<file path="config.mk">
export PLATFORM = sky130hd
export DESIGN_NAME = fdr_div_pipe
export DESIGN_NICKNAME = d
export VERILOG_FILES = /design/src/design/assert_macros.svh /design/src/design/fdr_div_pipe.sv
export SDC_FILE = /design/constraint.sdc
export NUM_CORES = 2
export LEC_CHECK = 0
export BUFFER_PORTS_ARGS = -buffer_cell sky130_fd_sc_hd__buf_2
export CAP_MARGIN = 20
export CORE_AREA = 2 2 475 477
export DETAILED_ROUTE_END_ITERATION = 8
export DIE_AREA = 0 0 477 479
export PLACE_DENSITY = 0.84
export SETUP_SLACK_MARGIN = 0.02
export SLEW_MARGIN = 20
export SYNTH_ARGS = -nofsm -noshare
export SYNTH_HDL_FRONTEND = slang
export SYNTH_SLANG_ARGS = --single-unit
</file>
<file path="constraint.sdc">
create_clock -name aclk -period 9.6 [get_ports aclk]
set_input_delay 0.96 -clock aclk [delete_from_list [all_inputs] [get_ports aclk]]
set_output_delay 0.96 -clock aclk [all_outputs]
set_load 0.01 [all_outputs]
</file>
<file path="src/design/assert_macros.svh">
// ----------------------------------------------------------------------------
// assert_macros.svh
// shared assertion macros, sampled on aclk and disabled while aresetn is low
// ----------------------------------------------------------------------------
`ifndef ASSERT_MACROS_SVH
`define ASSERT_MACROS_SVH

// same-cycle implication
`define FDR_ASSERT_IMPL(label, ante, cons) \
    label: assert property (@(posedge aclk) disable iff (!aresetn) (ante) |-> (cons)) \
        else $error("%m: implication check failed");

// next-cycle implication
`define FDR_ASSERT_NEXT(label, ante, cons) \
    label: assert property (@(posedge aclk) disable iff (!aresetn) (ante) |=> (cons)) \
        else $error("%m: next-cycle check failed");

`endif

</file>
<file path="src/design/fdr_div_pipe.sv">
// ----------------------------------------------------------------------------
// fdr_div_pipe
// restoring divider, one quotient bit per register stage
// ----------------------------------------------------------------------------
module fdr_div_pipe #(
    parameter int DW = 32,
    parameter int QW = 28,
    parameter int SW = 1
) (
    input  logic          aclk,
    input  logic          aresetn,
    input  logic          en,
    input  logic          in_valid,
    input  logic [DW-1:0] rem_in,
    input  logic [QW-1:0] low_in,
    input  logic [DW-1:0] den_in,
    input  logic [SW-1:0] in_side,
    output logic          out_valid,
    output logic [QW-1:0] out_quo,
    output logic [SW-1:0] out_side
);
    logic [DW-1:0] rem_reg   [1:QW];
    logic [QW-1:0] low_reg   [1:QW];
    logic [DW-1:0] den_reg   [1:QW];
    logic [SW-1:0] side_reg  [1:QW];
    logic          valid_reg [1:QW];

    for (genvar k = 0; k < QW; k++) begin : g_stage
        logic [DW-1:0] rem_cur;
        logic [QW-1:0] low_cur;
        logic [DW-1:0] den_cur;
        logic [SW-1:0] side_cur;
        logic          valid_cur;
        logic [DW:0]   sh;
        logic [DW:0]   diff;
        logic          ge;
        logic [DW-1:0] rem_next;
        logic [QW-1:0] low_next;

        if (k == 0) begin : g_first
            assign rem_cur   = rem_in;
            assign low_cur   = low_in;
            assign den_cur   = den_in;
            assign side_cur  = in_side;
            assign valid_cur = in_valid;
        end else begin : g_rest
            assign rem_cur   = rem_reg[k];
            assign low_cur   = low_reg[k];
            assign den_cur   = den_reg[k];
            assign side_cur  = side_reg[k];
            assign valid_cur = valid_reg[k];
        end

        // shift in the next numerator bit, subtract when it fits
        always_comb begin
            sh       = {rem_cur, low_cur[QW-1]};
            diff     = sh - {1'b0, den_cur};
            ge       = (sh >= {1'b0, den_cur});
            rem_next = ge ? diff[DW-1:0] : sh[DW-1:0];
            low_next = {low_cur[QW-2:0], ge};
        end

        always_ff @(posedge aclk) begin
            if (en) begin
                rem_reg[k+1]  <= rem_next;
                low_reg[k+1]  <= low_next;
                den_reg[k+1]  <= den_cur;
                side_reg[k+1] <= side_cur;
            end
        end

        always_ff @(posedge aclk) begin
            if (!aresetn) begin
                valid_reg[k+1] <= 1'b0;
            end else if (en) begin
                valid_reg[k+1] <= valid_cur;
            end
        end
    end

    assign out_valid = valid_reg[QW];
    assign out_quo   = low_reg[QW];
    assign out_side  = side_reg[QW];

endmodule

</file>
==> qor.csv <==
stage,metric,value,unit
status,status,completed,
yosys,synthSimpleGateAreaFrac,7.73,%
die,die_h,479,µm
critical_path,end_kind,flip-flop,
critical_path,path_max_fanout,59,
placement,io_buffers,126,
sta,rsz0062_at_grt,false,
drt,num_vias,85600,
drt,drt-initial-drc-count,8334,
yosys,ys.flop_type,edfxtp_1,
clock_tree,cts.sink_count,2568,
global_route,grt-ovfl-total,0,
critical_path,rr_endpoint,rem_reg[0][148],
power,finalPower,50900,µW
layout,fin_nets,12200,
yosys,ys_ff_latch,2568,
yosys,postSynthCellCount,10900,
worst_hold_path,worst_hold_path.endpoint,low_reg[0][55],
yosys,synth_edf_count,2568,
critical_path,reg2reg_depth,13,
global_route,antenna_found_initial,7,
sta,setup_viol,0,
clock_tree,htreeDepth,5,
sta,hold_viol,0,
sta,finClkSkew,0.0814,ns
die,die_x,477,µm
yosys,avgSynthCellArea,12.2,µm²
yosys,synth_compound_area_share,12.6,%
layout,drive_gt1_share,9.96,%
clock_tree,clk_latency,0.98,ns
critical_path,arrival,5.32,ns
die,ios,127,
yosys,synthAdderAreaFrac,8.81,%
clock_tree,ctsRootBufferMaster,clkbuf_16,
power,internal_power,32500,µW
worst_hold_path,min_from,low_in[26],
global_route,grt_use_total,25.3,%
sta,slew_violations,0,
critical_path,r2r-start,rem_reg[0][96],
worst_hold_path,worstHoldPathType,input port to flip-flop,
yosys,yosysTopAreaCell,edfxtp_1,
yosys,synth_area_leaders,"edfxtp_1 58%, ha_1 8.4%, mux2_2 3.8%",
power,p_sw_share,36.2,%
power,p_per_area,347,nW/µm²
placement,place_ws,5.11,ns
sta,setup_ws,4.94,ns
sta,period_needed,4.66,ns
critical_path,start_kind,flip-flop,
clock_tree,cts_resized,0,
layout,area.growth.synth_to_final,10.0,%
clock_tree,cts_tree,built,
clock_tree,post-cts-setup-buffers,0,
die,core_area,224000,µm²
power,seq_power_share,35.3,%
clock_tree,cts_max_path_buffers,4,
yosys,synth_xor_area_share,4.79,%
sta,worst_pin_slew,1.12,ns
die,die-area,228000,µm²
yosys,synth_top_family_by_area,compound AO/OA/AOI/OAI gates,
drt,wl_per_cell,20.5,µm
drt,antenna_left,0,
power,p_sw,18400,µW
critical_path,regToRegSetupSlack,4.94,ns
critical_path,path_class,flip-flop to flip-flop,
power,p_leak,0.0596,µW
yosys,yosysMostFrequentCell,edfxtp_1,
yosys,syn_nets,11900,
global_route,grt_max_degree,188,
clock_tree,cts_buffers,292,
drt,via_per_inst,5.97,
critical_path,required,10.25,ns
yosys,synthTopCellsByCount,"2,568 x edfxtp_1, 1,112 x inv_1, 896 x ha_1",
worst_hold_path,holdPathStages,1,
yosys,synth_top_area_share,57.8,%
yosys,yosysSeqAreaShare,57.8,%
sta,relSlewSlack,23.7,%
power,peakVddDrop,0.245,mV
drt,drc,0,
yosys,syn_area,133000,µm²
sta,tns,0,ns
yosys,async_flop_share,0,%
global_route,grt_pass1_wl,462000,µm
placement,gp_congestion,0.936,
drt,totalWireLength,294000,µm
die,rows,174,
power,combinationalPowerShare,43.6,%
die,initial_utilization,59.7,%
clock_tree,cts_hold_buf,0,
job,timing.max_cap.violations,0,
yosys,yosys_warnings,0,
yosys,synth_mux_area_share,4.49,%
global_route,grt_pass1_vias,84200,
clock_tree,cts.clk_slew.worst_paths,0.06,ns
sta,timing.fmax,214,MHz
sta,fin_crit_sh,48.6,%
placement,dp_hpwl,213000,µm
drt,drt_first_pass_iters,8,
power,p_clk_share,21.1,%
yosys,yosysUniqueCellTypes,95,
-- power by group through the flow --
stage                     Combinational [µW]  Clock (µW)  Sequential (µW)
after global routing                   24400       11400            18200
after global placement                 20800           0            18100
after detailed placement               21600           0            18200
after CTS                              21800       11000            18000
final                                  22200       10700            18000
after floorplan                        16900           0            17200
-- final cells by class --
class / count / area, µm²
sequential: 2568 / 77100
fill: 16300 / 76800
multi-input combinational: 6995 / 51400
clock buffer: 343 / 7560
inverter: 1113 / 4180
tap: 2992 / 3740
clock inverter: 142 / 1540
timing repair buffer: 176 / 1220
antenna: 3 / 7.51
-- stage by stage --
| step | hold WS [ns] | cell area [µm²] | cells | util (%) |
|---|---|---|---|---|
| CTS | 0.0996 | 147000 | 14300 | 65.6 |
| global route | 0.122 | 147000 | 14300 | 65.6 |
| detailed placement | 0.405 | 138000 | 13800 | 61.6 |
| floorplan | 0.400 | 133000 | 10900 | - |
| global placement | 0.400 | 138000 | 13800 | 61.5 |
| finish | 0.154 | 147000 | 14300 | 65.6 |
-- placed cells by master (no fill, tap or decap), types with 111 or more instances in the layout --
cell type  count
clkbuf_16    295
nor2_1       513
nor2b_1      143
nor3_1       111
a21oi_1      764
o21a_1       122
o21ai_0      645
a21o_1       456
edfxtp_1    2568
nand2_1      676
xor2_1       281
inv_1       1111
ha_1         896
xnor2_1      449
nand3_1      152
nand4_1      125
nand2b_1     123
buf_2        125
mux2_2       450
-- how the worst max path moves through the flow --
| stage | start | end | cells past startpoint |
|---|---|---|---|
| 3_3_place_gp | den_reg[0][449] | rem_reg[0][489] | 14 |
| 3_5_place_dp | den_reg[0][97] | rem_reg[0][148] | 14 |
| 2_1_floorplan | den_in[1] | rem_reg[0][56] | 14 |
| 4_1_cts | rem_reg[0][96] | rem_reg[0][148] | 13 |
| 5_1_grt | low_reg[0][111] | rem_reg[0][158] | 14 |
| 6_report | rem_reg[0][96] | rem_reg[0][148] | 13 |
-- logic make-up (layout without fill, tap and decap cells) --
group | after synthesis | count (layout)
flip-flops | 2568 | 2568
AO/OA/AOI/OAI | 2663 | 2663
other | 0 | 3
XOR/XNOR | 730 | 730
AND/OR/NAND/NOR | 2151 | 2151
adder cells (fa/ha/maj) | 923 | 923
multiplexers | 528 | 528
buffers and inverters | 1325 | 1774
-- critical path, cell delays in order (launching register included) --
cell,delay (ns)
edfxtp_1,0.44
ha_1,0.36
nor2b_1,0.16
o21a_1,0.18
o21ai_0,0.31
a21oi_1,0.33
a2111o_1,0.53
a221o_1,0.37
a21oi_1,0.32
o21ai_0,0.22
a41oi_4,0.16
buf_4,0.50
inv_1,0.13
mux2_2,0.29
-- metal layers --
| metal | global-route usage [%] | wire [µm] | part of all wire [%] |
|---|---|---|---|
| met1 | 34.9 | 127000 | 43 |
| met2 | 41.5 | 140000 | 48 |
| met3 | 3.81 | 18200 | 6.2 |
| met4 | 7.75 | 8190 | 2.8 |
| met5 | 0 | 39 | 0.013 |
Note: power is estimated with default switching activity, not from simulation.
