$ cat src/design/assert_macros.svh
// ----------------------------------------------------------------------------
// assert_macros.svh
// shared assertion macros, sampled on aclk and disabled while aresetn is low
// ----------------------------------------------------------------------------
`ifndef ASSERT_MACROS_SVH
`define ASSERT_MACROS_SVH

// same-cycle implication
`define FDR_ASSERT_IMPL(label, ante, cons) \
    label: assert property (@(posedge aclk) disable iff (!aresetn) (ante) |-> (cons)) \
        else $error("%m: implication check failed");

// next-cycle implication
`define FDR_ASSERT_NEXT(label, ante, cons) \
    label: assert property (@(posedge aclk) disable iff (!aresetn) (ante) |=> (cons)) \
        else $error("%m: next-cycle check failed");

`endif

$ cat src/design/fdr_sqrt_pipe.sv
// ----------------------------------------------------------------------------
// fdr_sqrt_pipe
// integer square root (floor), one result bit per register stage
// ----------------------------------------------------------------------------
module fdr_sqrt_pipe #(
    parameter int VW = 29,
    parameter int SW = 1
) (
    input  logic                    aclk,
    input  logic                    aresetn,
    input  logic                    en,
    input  logic                    in_valid,
    input  logic [VW-1:0]           in_val,
    input  logic [SW-1:0]           in_side,
    output logic                    out_valid,
    output logic [(VW+1)/2-1:0]     out_root,
    output logic [SW-1:0]           out_side
);
    localparam int STEPS = (VW + 1) / 2;
    localparam int XW    = VW + 1;

    logic [XW-1:0] v_reg     [1:STEPS];
    logic [XW-1:0] res_reg   [1:STEPS];
    logic [SW-1:0] side_reg  [1:STEPS];
    logic          valid_reg [1:STEPS];

    for (genvar k = 0; k < STEPS; k++) begin : g_stage
        localparam logic [XW-1:0] BIT = XW'(1) << (2 * (STEPS - 1 - k));
        logic [XW-1:0] v_cur;
        logic [XW-1:0] res_cur;
        logic [SW-1:0] side_cur;
        logic          valid_cur;
        logic [XW-1:0] trial;
        logic          ge;
        logic [XW-1:0] v_next;
        logic [XW-1:0] res_next;

        if (k == 0) begin : g_first
            assign v_cur     = XW'(in_val);
            assign res_cur   = '0;
            assign side_cur  = in_side;
            assign valid_cur = in_valid;
        end else begin : g_rest
            assign v_cur     = v_reg[k];
            assign res_cur   = res_reg[k];
            assign side_cur  = side_reg[k];
            assign valid_cur = valid_reg[k];
        end

        // try the current bit against the remainder
        always_comb begin
            trial    = res_cur + BIT;
            ge       = (v_cur >= trial);
            v_next   = ge ? (v_cur - trial) : v_cur;
            res_next = ge ? ((res_cur >> 1) + BIT) : (res_cur >> 1);
        end

        always_ff @(posedge aclk) begin
            if (en) begin
                v_reg[k+1]    <= v_next;
                res_reg[k+1]  <= res_next;
                side_reg[k+1] <= side_cur;
            end
        end

        always_ff @(posedge aclk) begin
            if (!aresetn) begin
                valid_reg[k+1] <= 1'b0;
            end else if (en) begin
                valid_reg[k+1] <= valid_cur;
            end
        end
    end

    assign out_valid = valid_reg[STEPS];
    assign out_root  = res_reg[STEPS][STEPS-1:0];
    assign out_side  = side_reg[STEPS];

endmodule

$ cat config.mk
export PLATFORM = sky130hd
export DESIGN_NAME = fdr_sqrt_pipe
export DESIGN_NICKNAME = d
export VERILOG_FILES = /design/src/design/assert_macros.svh /design/src/design/fdr_sqrt_pipe.sv
export SDC_FILE = /design/constraint.sdc
export NUM_CORES = 1
export LEC_CHECK = 0
export ABC_CLOCK_PERIOD_IN_PS = 2300
export BUFFER_PORTS_ARGS = -buffer_cell sky130_fd_sc_hd__buf_2
export CAP_MARGIN = 15
export CELL_PAD_IN_SITES_DETAIL_PLACEMENT = 0
export CELL_PAD_IN_SITES_GLOBAL_PLACEMENT = 1
export CORE_UTILIZATION = 30
export DETAILED_ROUTE_END_ITERATION = 6
export PLACE_DENSITY_LB_ADDON = 0.1
export SYNTH_ARGS = -nofsm -noshare
export SYNTH_HDL_FRONTEND = slang
export SYNTH_SLANG_ARGS = --single-unit
$ cat constraint.sdc
create_clock -name aclk -period 2.3 [get_ports aclk]
set_input_delay 0.23 -clock aclk [delete_from_list [all_inputs] [get_ports aclk]]
set_output_delay 0.23 -clock aclk [all_outputs]
set_load 0.005 [all_outputs]
==> results of run 1 <==
[through the flow]
stage,hold slack (ps),instances,cell area [um^2]
6_report,127,3975,38600
3_5_place_dp,405,3685,32500
3_3_place_gp,402,3685,32500
4_1_cts,71.7,3937,37400
2_1_floorplan,329,1984,26900
5_1_grt,115,3975,38600
[worst paths after layout]
kind                                          startpoint                   endpoint  slack [ps]  depth (start not counted)
worst max-delay path             v_reg[1][154]$_DFFE_PP_    v_reg[1][206]$_DFFE_PP_        -360                          8
worst min register to register  side_reg[0][1]$_DFFE_PP_   side_reg[0][2]$_DFFE_PP_         420                          0
worst min-delay path                             aresetn  valid_reg[1][2]$_DFFE_PP_         130                          2
worst max register to register   v_reg[1][154]$_DFFE_PP_    v_reg[1][206]$_DFFE_PP_        -360                          8
[cells by family after synthesis]
| group | count (synthesis) | synth area share (%) |
|---|---|---|
| buf+inv | 187 | 2.78 |
| simple gates | 560 | 11.7 |
| fa+ha+maj | 131 | 6.19 |
| compound gates | 344 | 8.19 |
| other cells | 1 | 0.0142 |
| xor+xnor | 168 | 5.56 |
| mux | 22 | 0.940 |
| flops | 570 | 64.6 |
[power by group through the flow]
stage | sequential [mW] | clock (mW) | combinational (mW)
after floorplan | 13.9 | 0 | 3.52
after global placement | 14.0 | 0 | 6.60
after detailed placement | 14.0 | 0 | 6.65
after CTS | 13.9 | 11.4 | 7.61
after global routing | 14.0 | 11.8 | 9.03
final | 13.9 | 11.0 | 8.27
[final cells by class]
class	count	area share, %
repair buffers	732	15.6
inverters	159	1.60
clock inverters	46	1.29
multi-input cells	1227	28.7
well taps	1155	3.74
flip-flops and latches	570	44.3
clock buffers	86	4.80
[routing by layer]
metal	wire, um	share of wire [%]	vias to the layer above
met2	36100	57	210
met4	2200	3.4	0
li1	-	-	9018
met3	1530	2.4	119
met1	24000	38	8717
met5	0	0	-
[synth_stat cells, types with 7 or more instances]
cell / count
a21o_1: 28
a21oi_1: 112
and2_1: 7
and3_1: 23
clkbuf_1: 16
edfxtp_1: 570
ha_1: 131
inv_1: 156
mux2_2: 13
nand2_1: 113
nand2b_1: 26
nand3_1: 32
nand3b_1: 7
nand4_1: 25
nand4b_1: 12
nor2_1: 120
nor2b_1: 13
nor3_1: 38
nor4_1: 56
nor4b_1: 11
o211ai_1: 9
o21a_1: 27
o21ai_0: 91
o21bai_1: 7
o31ai_1: 7
or3_1: 19
or4_1: 8
xnor2_1: 88
xor2_1: 80
[timing repair]
item,CTS,global route
endpoints found under the setup margin,197,208
hold endpoints to repair,45,0
setup buffers,85,46
hold buffers,32,0
cloned,5,0
pin swaps,138,113
gates resized for setup,361,205
==> impl_metrics.json, run 1 <==
{
  "clock-skew-final_ps": 41.9,
  "initial_utilization_pct": 30.4,
  "core_area_um2": 87200,
  "fin_ws_ps": -355,
  "critical-path-max-stage-delay_ps": 460,
  "regArea_um2": 17100,
  "final_common_cell": "edfxtp_1",
  "synth_cell_types": 85,
  "synth-async-reset-ratio_pct": 0,
  "port_buffers": 50,
  "violations": "setup timing",
  "path_class": "register to register",
  "drive_gt1_share_pct": 42.2,
  "fin_util_pct": 44.3,
  "swShare_pct": 27.8,
  "grt_usage_pct": 14.3,
  "largest_reg_flops": 420,
  "ir_drop_mv": 0.522,
  "path_cells": "ha_4, nor2b_4, o31a_1, o31a_1, o21ai_2, or3b_4, nor4_4, xor2_1",
  "setup_tns_ps": -27110,
  "clk_latency_ps": 640,
  "ys.warnings.count": 0,
  "final-hold-violation-count": 0,
  "wl_per_cell_um": 16.1,
  "place_congestion": 0.803,
  "multi_input_area_um2": 11100,
  "slowest_stage": "or3b_4",
  "vias_per_cell": 4.54,
  "dr_total_vias": 18100,
  "crit_path_start_kind": "register",
  "pre_cts_ws_ps": -948,
  "power_density_nw_per_um2": 857,
  "hold_path_class": "input port to register",
  "gr-usage-met2_pct": 28.8,
  "path_delay_family": "compound AO/OA/AOI/OAI gates",
  "fin_crit_sh_pct": 115,
  "crit_buf_inv": 0,
  "tightest_slew_ps": 727,
  "clkTransAtPathRegs_ps": 60,
  "finalMaxSlewViolations": 0,
  "critPathMostFrequentCell": "o31a_1",
  "power_frac_clock_pct": 33.2,
  "drc": 0,
  "syn_inst": 1983,
  "synth-edff-count": 570,
  "synthTopCellsByArea": "edfxtp_1 65%, ha_1 6.2%, xnor2_1 2.9%",
  "final_cell_mix": "570 x edfxtp_1, 555 x buf_4, 139 x inv_1",
  "grt_pass1_wl_um": 102000,
  "cp_data_required_time_ps": 2630,
  "power_frac_seq_pct": 41.9,
  "synth_area_per_cell_um2": 13.4,
  "cts_root_buffer": "clkbuf_16",
  "tritoncts": "done",
  "synth_ff_type": "edfxtp_1",
  "grt_max_degree": 97,
  "ios": 51,
  "fp.dieH_um": 299,
  "cp-end-kind": "register",
  "maxCapViolations": 0,
  "internal-power_mw": 23.9,
  "use_met1_pct": 14.6,
  "dpl.hpwl_um": 46100,
  "clock.fmax_mhz": 377,
  "diodes": 0,
  "cts_made_buffers": 72,
  "nFillCells": 7926,
  "rsz0062_at_grt": "yes",
  "grt_remaining_overflow": 0,
  "busiest_layer": "met2",
  "layout.nets": 2927,
  "dr.pass1.iters": 6,
  "grtUsageMet3_pct": 2.31,
  "slew_headroom_pct": 51.5,
  "area_delta_synth_final_pct": 45.9,
  "die_area_um2": 89500,
  "synth_top_area_share_pct": 64.6,
  "finalSetupViolCount": 148,
  "htree_levels": 3,
  "period_minus_slack_ps": 2660,
  "first_iter_violations": 743,
  "clock_path_buffers": 3,
  "p_leak_nw": 15.2,
  "die_w_um": 299,
  "pwr-share-comb_pct": 25.0,
  "drt-total-wl_um": 63900,
  "ys_seq_area_share_pct": 64.6,
  "total_power_mw": 33.1,
  "power_switching_mw": 9.20,
  "arrival_ps": 2990,
  "grt_pass1_vias": 19600,
  "status": "complete, but fails checks",
  "antenna_found_initial": 0,
  "postRouteAntennaNets": 0,
  "synth_area_leader_cell": "edfxtp_1",
  "synthesis.area_um2": 26500,
  "rows": 108,
  "clock_sinks": 570,
  "worstPathMaxFanout": 4,
  "ys_ff_latch": 570
}
Note: power is estimated with default switching activity, not from simulation.
==> inputs of run 2 (changes only) <==
Settings changed: RECOVER_POWER set to 25.
==> run 2 against run 1 <==
Net effect: the run still ends with setup timing left; first-iteration DRC count shrank 3.5%; maximum frequency fell by 0.52%; setup slack worse by 14 ps; non-clock buffer count is the same; global-route usage unchanged; sequential share of layout area about the same; final cell count unchanged; clock power about the same; critical path depth unchanged; critical path type unchanged; largest power group unchanged.
==> impl_metrics.json, run 2 (synthesis gave the netlist of run 1 again) <==
{
  "fp.dieH_um": 299,
  "power_density_nw_per_um2": 857,
  "clock-skew-final_ps": 42.5,
  "total_power_mw": 33.1,
  "cp-end-kind": "register",
  "rsz0062_at_grt": "yes",
  "tightest_slew_ps": 727,
  "final-hold-violation-count": 0,
  "finalSetupViolCount": 148,
  "r2r-end": "v_reg[1][206]$_DFFE_PP_",
  "slew_headroom_pct": 51.5,
  "cts_root_buffer": "clkbuf_16",
  "htree_levels": 3,
  "initial_utilization_pct": 30.4,
  "reg2reg_depth": 8,
  "core_area_um2": 87200,
  "ios": 51,
  "clock_path_buffers": 3,
  "dpl_cell_area_um2": 32500,
  "drt-total-wl_um": 63900,
  "layout.nets": 2927,
  "dp_cells": 3685,
  "path_class": "register to register",
  "crit_path_start_kind": "register",
  "port_buffers": 50,
  "internal-power_mw": 23.9,
  "status": "complete, but fails checks",
  "dr.pass1.iters": 6,
  "swShare_pct": 27.8,
  "p_leak_nw": 15.2,
  "holdCritStartpoint": "aresetn",
  "diodes": 0,
  "antenna_found_initial": 0,
  "fin_cells": 3975,
  "power_switching_mw": 9.20,
  "nFillCells": 7930,
  "hold_end": "valid_reg[1][2]$_DFFE_PP_",
  "pwr-share-comb_pct": 25.0,
  "cp_data_required_time_ps": 2630,
  "first_iter_violations": 717,
  "largest_reg_flops": 420,
  "clk_latency_ps": 640,
  "period_minus_slack_ps": 2670,
  "clock_sinks": 570,
  "design_area_um2": 38600,
  "clkTransAtPathRegs_ps": 60,
  "whs_path_depth": 2,
  "wl_met1_um": 24000,
  "wl_per_cell_um": 16.1,
  "routed-wl-met3_um": 1530,
  "die_area_um2": 89500,
  "violations": "setup timing",
  "r2r_setup_slack_ps": -370,
  "dpl.hpwl_um": 46100,
  "fin_crit_sh_pct": 116,
  "power_frac_seq_pct": 41.9,
  "clock.fmax_mhz": 375,
  "place_congestion": 0.803,
  "grt_usage_pct": 14.3,
  "maxCapViolations": 0,
  "area_delta_synth_final_pct": 45.9,
  "cts_made_buffers": 72,
  "reg2reg_from": "v_reg[1][154]$_DFFE_PP_",
  "grt_pass1_wl_um": 102000,
  "dr_total_vias": 18100,
  "grt_remaining_overflow": 0,
  "hold_path_class": "input port to register",
  "grt_pass1_vias": 19600,
  "top_layer_used": "met4",
  "grt_max_degree": 97,
  "finalMaxSlewViolations": 0,
  "tritoncts": "done",
  "dr_wl_met2_um": 36200,
  "final_common_cell": "edfxtp_1",
  "worstPathMaxFanout": 4,
  "power_frac_clock_pct": 33.2,
  "final_cell_mix": "570 x edfxtp_1, 534 x buf_4, 139 x inv_1",
  "vias_per_cell": 4.55,
  "die_w_um": 299,
  "drive_gt1_share_pct": 42.1,
  "fin_ws_ps": -369,
  "rows": 108,
  "drc": 0,
  "ir_drop_mv": 0.522,
  "postRouteAntennaNets": 0,
  "arrival_ps": 3000
}
[run 2: critical path, stage by stage (launching register included)]
cell and delay (ps):
edfxtp_1 440, ha_4 270, nor2b_4 120, o31a_1 280, o31a_1 390, o21ai_2 160, or3b_4 460, nor4_4 160
xor2_1 90
[run 2: layout make-up]
cell class,instances,area [um^2],share of cell area (%)
Sequential cell,570,17100,44.3
Multi-Input combinational cell,1227,11100,28.7
Timing Repair Buffer,732,6020,15.6
Clock buffer,86,1850,4.80
Tap cell,1155,1450,3.74
Inverter,159,619,1.60
Clock inverter,46,498,1.29
[run 2: worst max path at each step]
stage,start,slack (ps),endpoint,cells past startpoint
2_1_floorplan,v_reg[1][99]$_DFFE_PP_,-160,v_reg[1][145]$_DFFE_PP_,8
3_3_place_gp,v_reg[1][47]$_DFFE_PP_,-860,v_reg[1][86]$_DFFE_PP_,9
3_5_place_dp,v_reg[1][47]$_DFFE_PP_,-950,v_reg[1][86]$_DFFE_PP_,9
4_1_cts,v_reg[1][99]$_DFFE_PP_,-370,v_reg[1][147]$_DFFE_PP_,8
5_1_grt,v_reg[1][154]$_DFFE_PP_,-440,v_reg[1][206]$_DFFE_PP_,8
6_report,v_reg[1][154]$_DFFE_PP_,-370,v_reg[1][206]$_DFFE_PP_,8
[run 2: stage by stage]
stage | worst slack [ps] | hold WS, ps | utilization [%] | TNS [ps]
final | -369 | 127 | 44.3 | -27650
after global routing | -443 | 115 | 44.3 | -40640
after CTS | -370 | 71.7 | 42.9 | -26350
after detailed placement | -948 | 405 | 37.3 | -52650
after global placement | -863 | 402 | 37.3 | -49340
after floorplan | -165 | 329 | - | -2180
[run 2: per-layer routing]
layer	vias up	GRT usage, %
li1	9021	-
met1	8719	14.6
met2	213	28.8
met3	117	2.31
met4	0	5.07
met5	-	0
[run 2: what timing repair did]
| item | 4_1_cts | 5_1_grt |
|---|---|---|
| resized for setup | 361 | 205 |
| buffers inserted | 85 | 46 |
| pin swaps | 138 | 113 |
| hold endpoints to repair | 45 | 0 |
| gates cloned | 5 | 0 |
| setup endpoints to repair | 197 | 208 |
| hold buffers | 32 | 0 |
[run 2: power groups by stage]
| stage | clock network, mW | logic [mW] | registers (mW) |
|---|---|---|---|
| floorplan | 0 | 3.52 | 13.9 |
| finish | 11.0 | 8.26 | 13.9 |
| CTS | 11.4 | 7.61 | 13.9 |
| detailed placement | 0 | 6.65 | 14.0 |
| global route | 11.8 | 9.03 | 14.0 |
| global placement | 0 | 6.60 | 14.0 |
==> inputs of run 3 (changes only) <==
Settings changed: PLACE_DENSITY set to 0.57, PLACE_DENSITY_LB_ADDON 0.1 to not set.
==> run 3 against run 2 <==
Net effect: first-iteration DRC count down 17%; combinational power fell by 3.5%; the flow still finishes with violations (setup timing); routed wire length shrank 6.4%.
==> impl_metrics.json, run 3 (synthesis gave the netlist of run 1 again) <==
{
  "htree_levels": 3,
  "ios": 51,
  "fp.dieH_um": 299,
  "wl_per_cell_um": 15.3,
  "power_density_nw_per_um2": 843,
  "fin_crit_sh_pct": 117,
  "swShare_pct": 27.9,
  "reg2reg_depth": 10,
  "initial_utilization_pct": 30.4,
  "startpoint": "v_reg[1][99]$_DFFE_PP_",
  "path_delay_family": "compound AO/OA/AOI/OAI gates",
  "tightest_slew_ps": 719,
  "drt-total-wl_um": 59800,
  "clock_sinks": 570,
  "core_area_um2": 87200,
  "power_switching_mw": 8.95,
  "r2r-end": "v_reg[1][149]$_DFFE_PP_",
  "crit_buf_inv": 2,
  "arrival_ps": 3040,
  "port_buffers": 50,
  "ir_drop_mv": 0.583,
  "grt_usage_pct": 13.2,
  "clk_latency_ps": 640,
  "internal-power_mw": 23.1,
  "maxCapViolations": 0,
  "dp_cells": 3647,
  "clkTransAtPathRegs_ps": 60,
  "hold_end": "valid_reg[0][2]$_DFFE_PP_",
  "antenna_found_initial": 0,
  "largest_reg_flops": 420,
  "period_minus_slack_ps": 2680,
  "layout.nets": 2874,
  "clock.fmax_mhz": 373,
  "grt_max_degree": 117,
  "power_frac_seq_pct": 43.2,
  "fin_util_pct": 43.7,
  "grt_pass1_vias": 18700,
  "final_cell_mix": "570 x edfxtp_1, 507 x buf_4, 140 x inv_1",
  "dpl.hpwl_um": 42100,
  "dr.pass1.iters": 5,
  "violations": "setup timing",
  "worstPathMaxFanout": 3,
  "place_congestion": 0.909,
  "p_leak_nw": 14.9,
  "setup_tns_ps": -22570,
  "path_cells": "ha_4, or3_4, o221a_4, a2111oi_4, o21ai_2, buf_4, buf_6, nor3_4, nand2_1, xnor2_1",
  "area_delta_synth_final_pct": 43.7,
  "final-hold-violation-count": 0,
  "first_iter_violations": 596,
  "hold_path_class": "input port to register",
  "power_frac_clock_pct": 31.9,
  "die_area_um2": 89500,
  "rsz0062_at_grt": "yes",
  "postRouteAntennaNets": 0,
  "grt_remaining_overflow": 0,
  "status": "complete, but fails checks",
  "diodes": 0,
  "drc": 0,
  "grt_pass1_wl_um": 95000,
  "final_common_cell": "edfxtp_1",
  "die_w_um": 299,
  "clock_path_buffers": 3,
  "finalMaxSlewViolations": 0,
  "fin_cells": 3917,
  "fin_ws_ps": -380,
  "rows": 108,
  "r2r_setup_slack_ps": -380,
  "holdCritStartpoint": "aresetn",
  "cts_root_buffer": "clkbuf_16",
  "pwr-share-comb_pct": 24.9,
  "cts_made_buffers": 67,
  "vias_per_cell": 4.57,
  "cp-end-kind": "register",
  "drive_gt1_share_pct": 40.8,
  "dr_total_vias": 17900,
  "path_class": "register to register",
  "slew_headroom_pct": 52.1,
  "critical-path-max-stage-delay_ps": 440,
  "clock-skew-final_ps": 54.8,
  "finalSetupViolCount": 139,
  "whs_path_depth": 2,
  "tritoncts": "done",
  "cp_data_required_time_ps": 2660,
  "slowest_stage": "edfxtp_1",
  "reg2reg_from": "v_reg[1][99]$_DFFE_PP_",
  "crit_path_start_kind": "register"
}
==> run 3: cell types whose count changed in the layout (fill, tap and decap cells not counted), moves of 6 or more <==
cell / change
buf_4: -27
buf_6: -12
clkbuf_4: -8
nand2_1: -6
nand2_2: +7
==> run 3: area by class of cell <==
type,instances,area [um^2]
Clock buffer,79,1720
Sequential cell,570,17100
Timing Repair Buffer,684,5620
Clock inverter,43,435
Inverter,159,607
Fill cell,7833,49100
Tap cell,1155,1450
Multi-Input combinational cell,1227,11100
==> run 3: power by group through the flow <==
stage	Combinational (mW)	Clock (mW)	Sequential [mW]
after floorplan	3.52	0	13.9
after global placement	6.29	0	14.0
after detailed placement	6.37	0	14.0
after CTS	7.07	10.6	13.8
after global routing	8.68	11.0	14.0
final	7.97	10.2	13.9
==> run 3: worst reg2reg max path, cell delays in order (launching register included) <==
cell       delay (ps)
edfxtp_1          440
ha_4              200
or3_4             370
o221a_4           250
a2111oi_4         400
o21ai_2            90
buf_4             140
buf_6             110
nor3_4            180
nand2_1           100
xnor2_1           150
==> run 3: repair_timing <==
item,CTS,global route
cloned,6,1
resized for setup,276,270
pin swaps,85,117
hold buffers,32,0
setup endpoints to repair,173,201
endpoints found under the hold margin,33,0
buffers inserted,67,57
==> run 3: worst max path at each step <==
stage	endpoint	cells after the start	slack, ps
after floorplan	v_reg[1][145]$_DFFE_PP_	8	-160
after global placement	v_reg[1][86]$_DFFE_PP_	9	-690
after detailed placement	v_reg[1][86]$_DFFE_PP_	10	-700
after CTS	v_reg[1][145]$_DFFE_PP_	9	-360
after global routing	v_reg[1][149]$_DFFE_PP_	10	-450
final	v_reg[1][149]$_DFFE_PP_	10	-380
==> run 3: metal layers <==
metal  vias up  global-route usage (%)  wire (um)
li1       8908                       -          -
met1      8646                    13.3      22600
met2       202                    26.4      33700
met3       130                    2.00       1380
met4         0                    5.33       2120
met5         -                       0          0
==> run 3: metrics by stage <==
stage / hold WS (ps) / setup WS, ps / power [mW] / cell area [um^2]
after detailed placement: 405 / -697 / 20.4 / 32200
final: 126 / -380 / 32.1 / 38100
after global placement: 401 / -690 / 20.3 / 32200
after floorplan: 329 / -165 / 17.4 / 26900
after CTS: 95.8 / -358 / 31.5 / 36500
after global routing: 134 / -451 / 33.6 / 38100
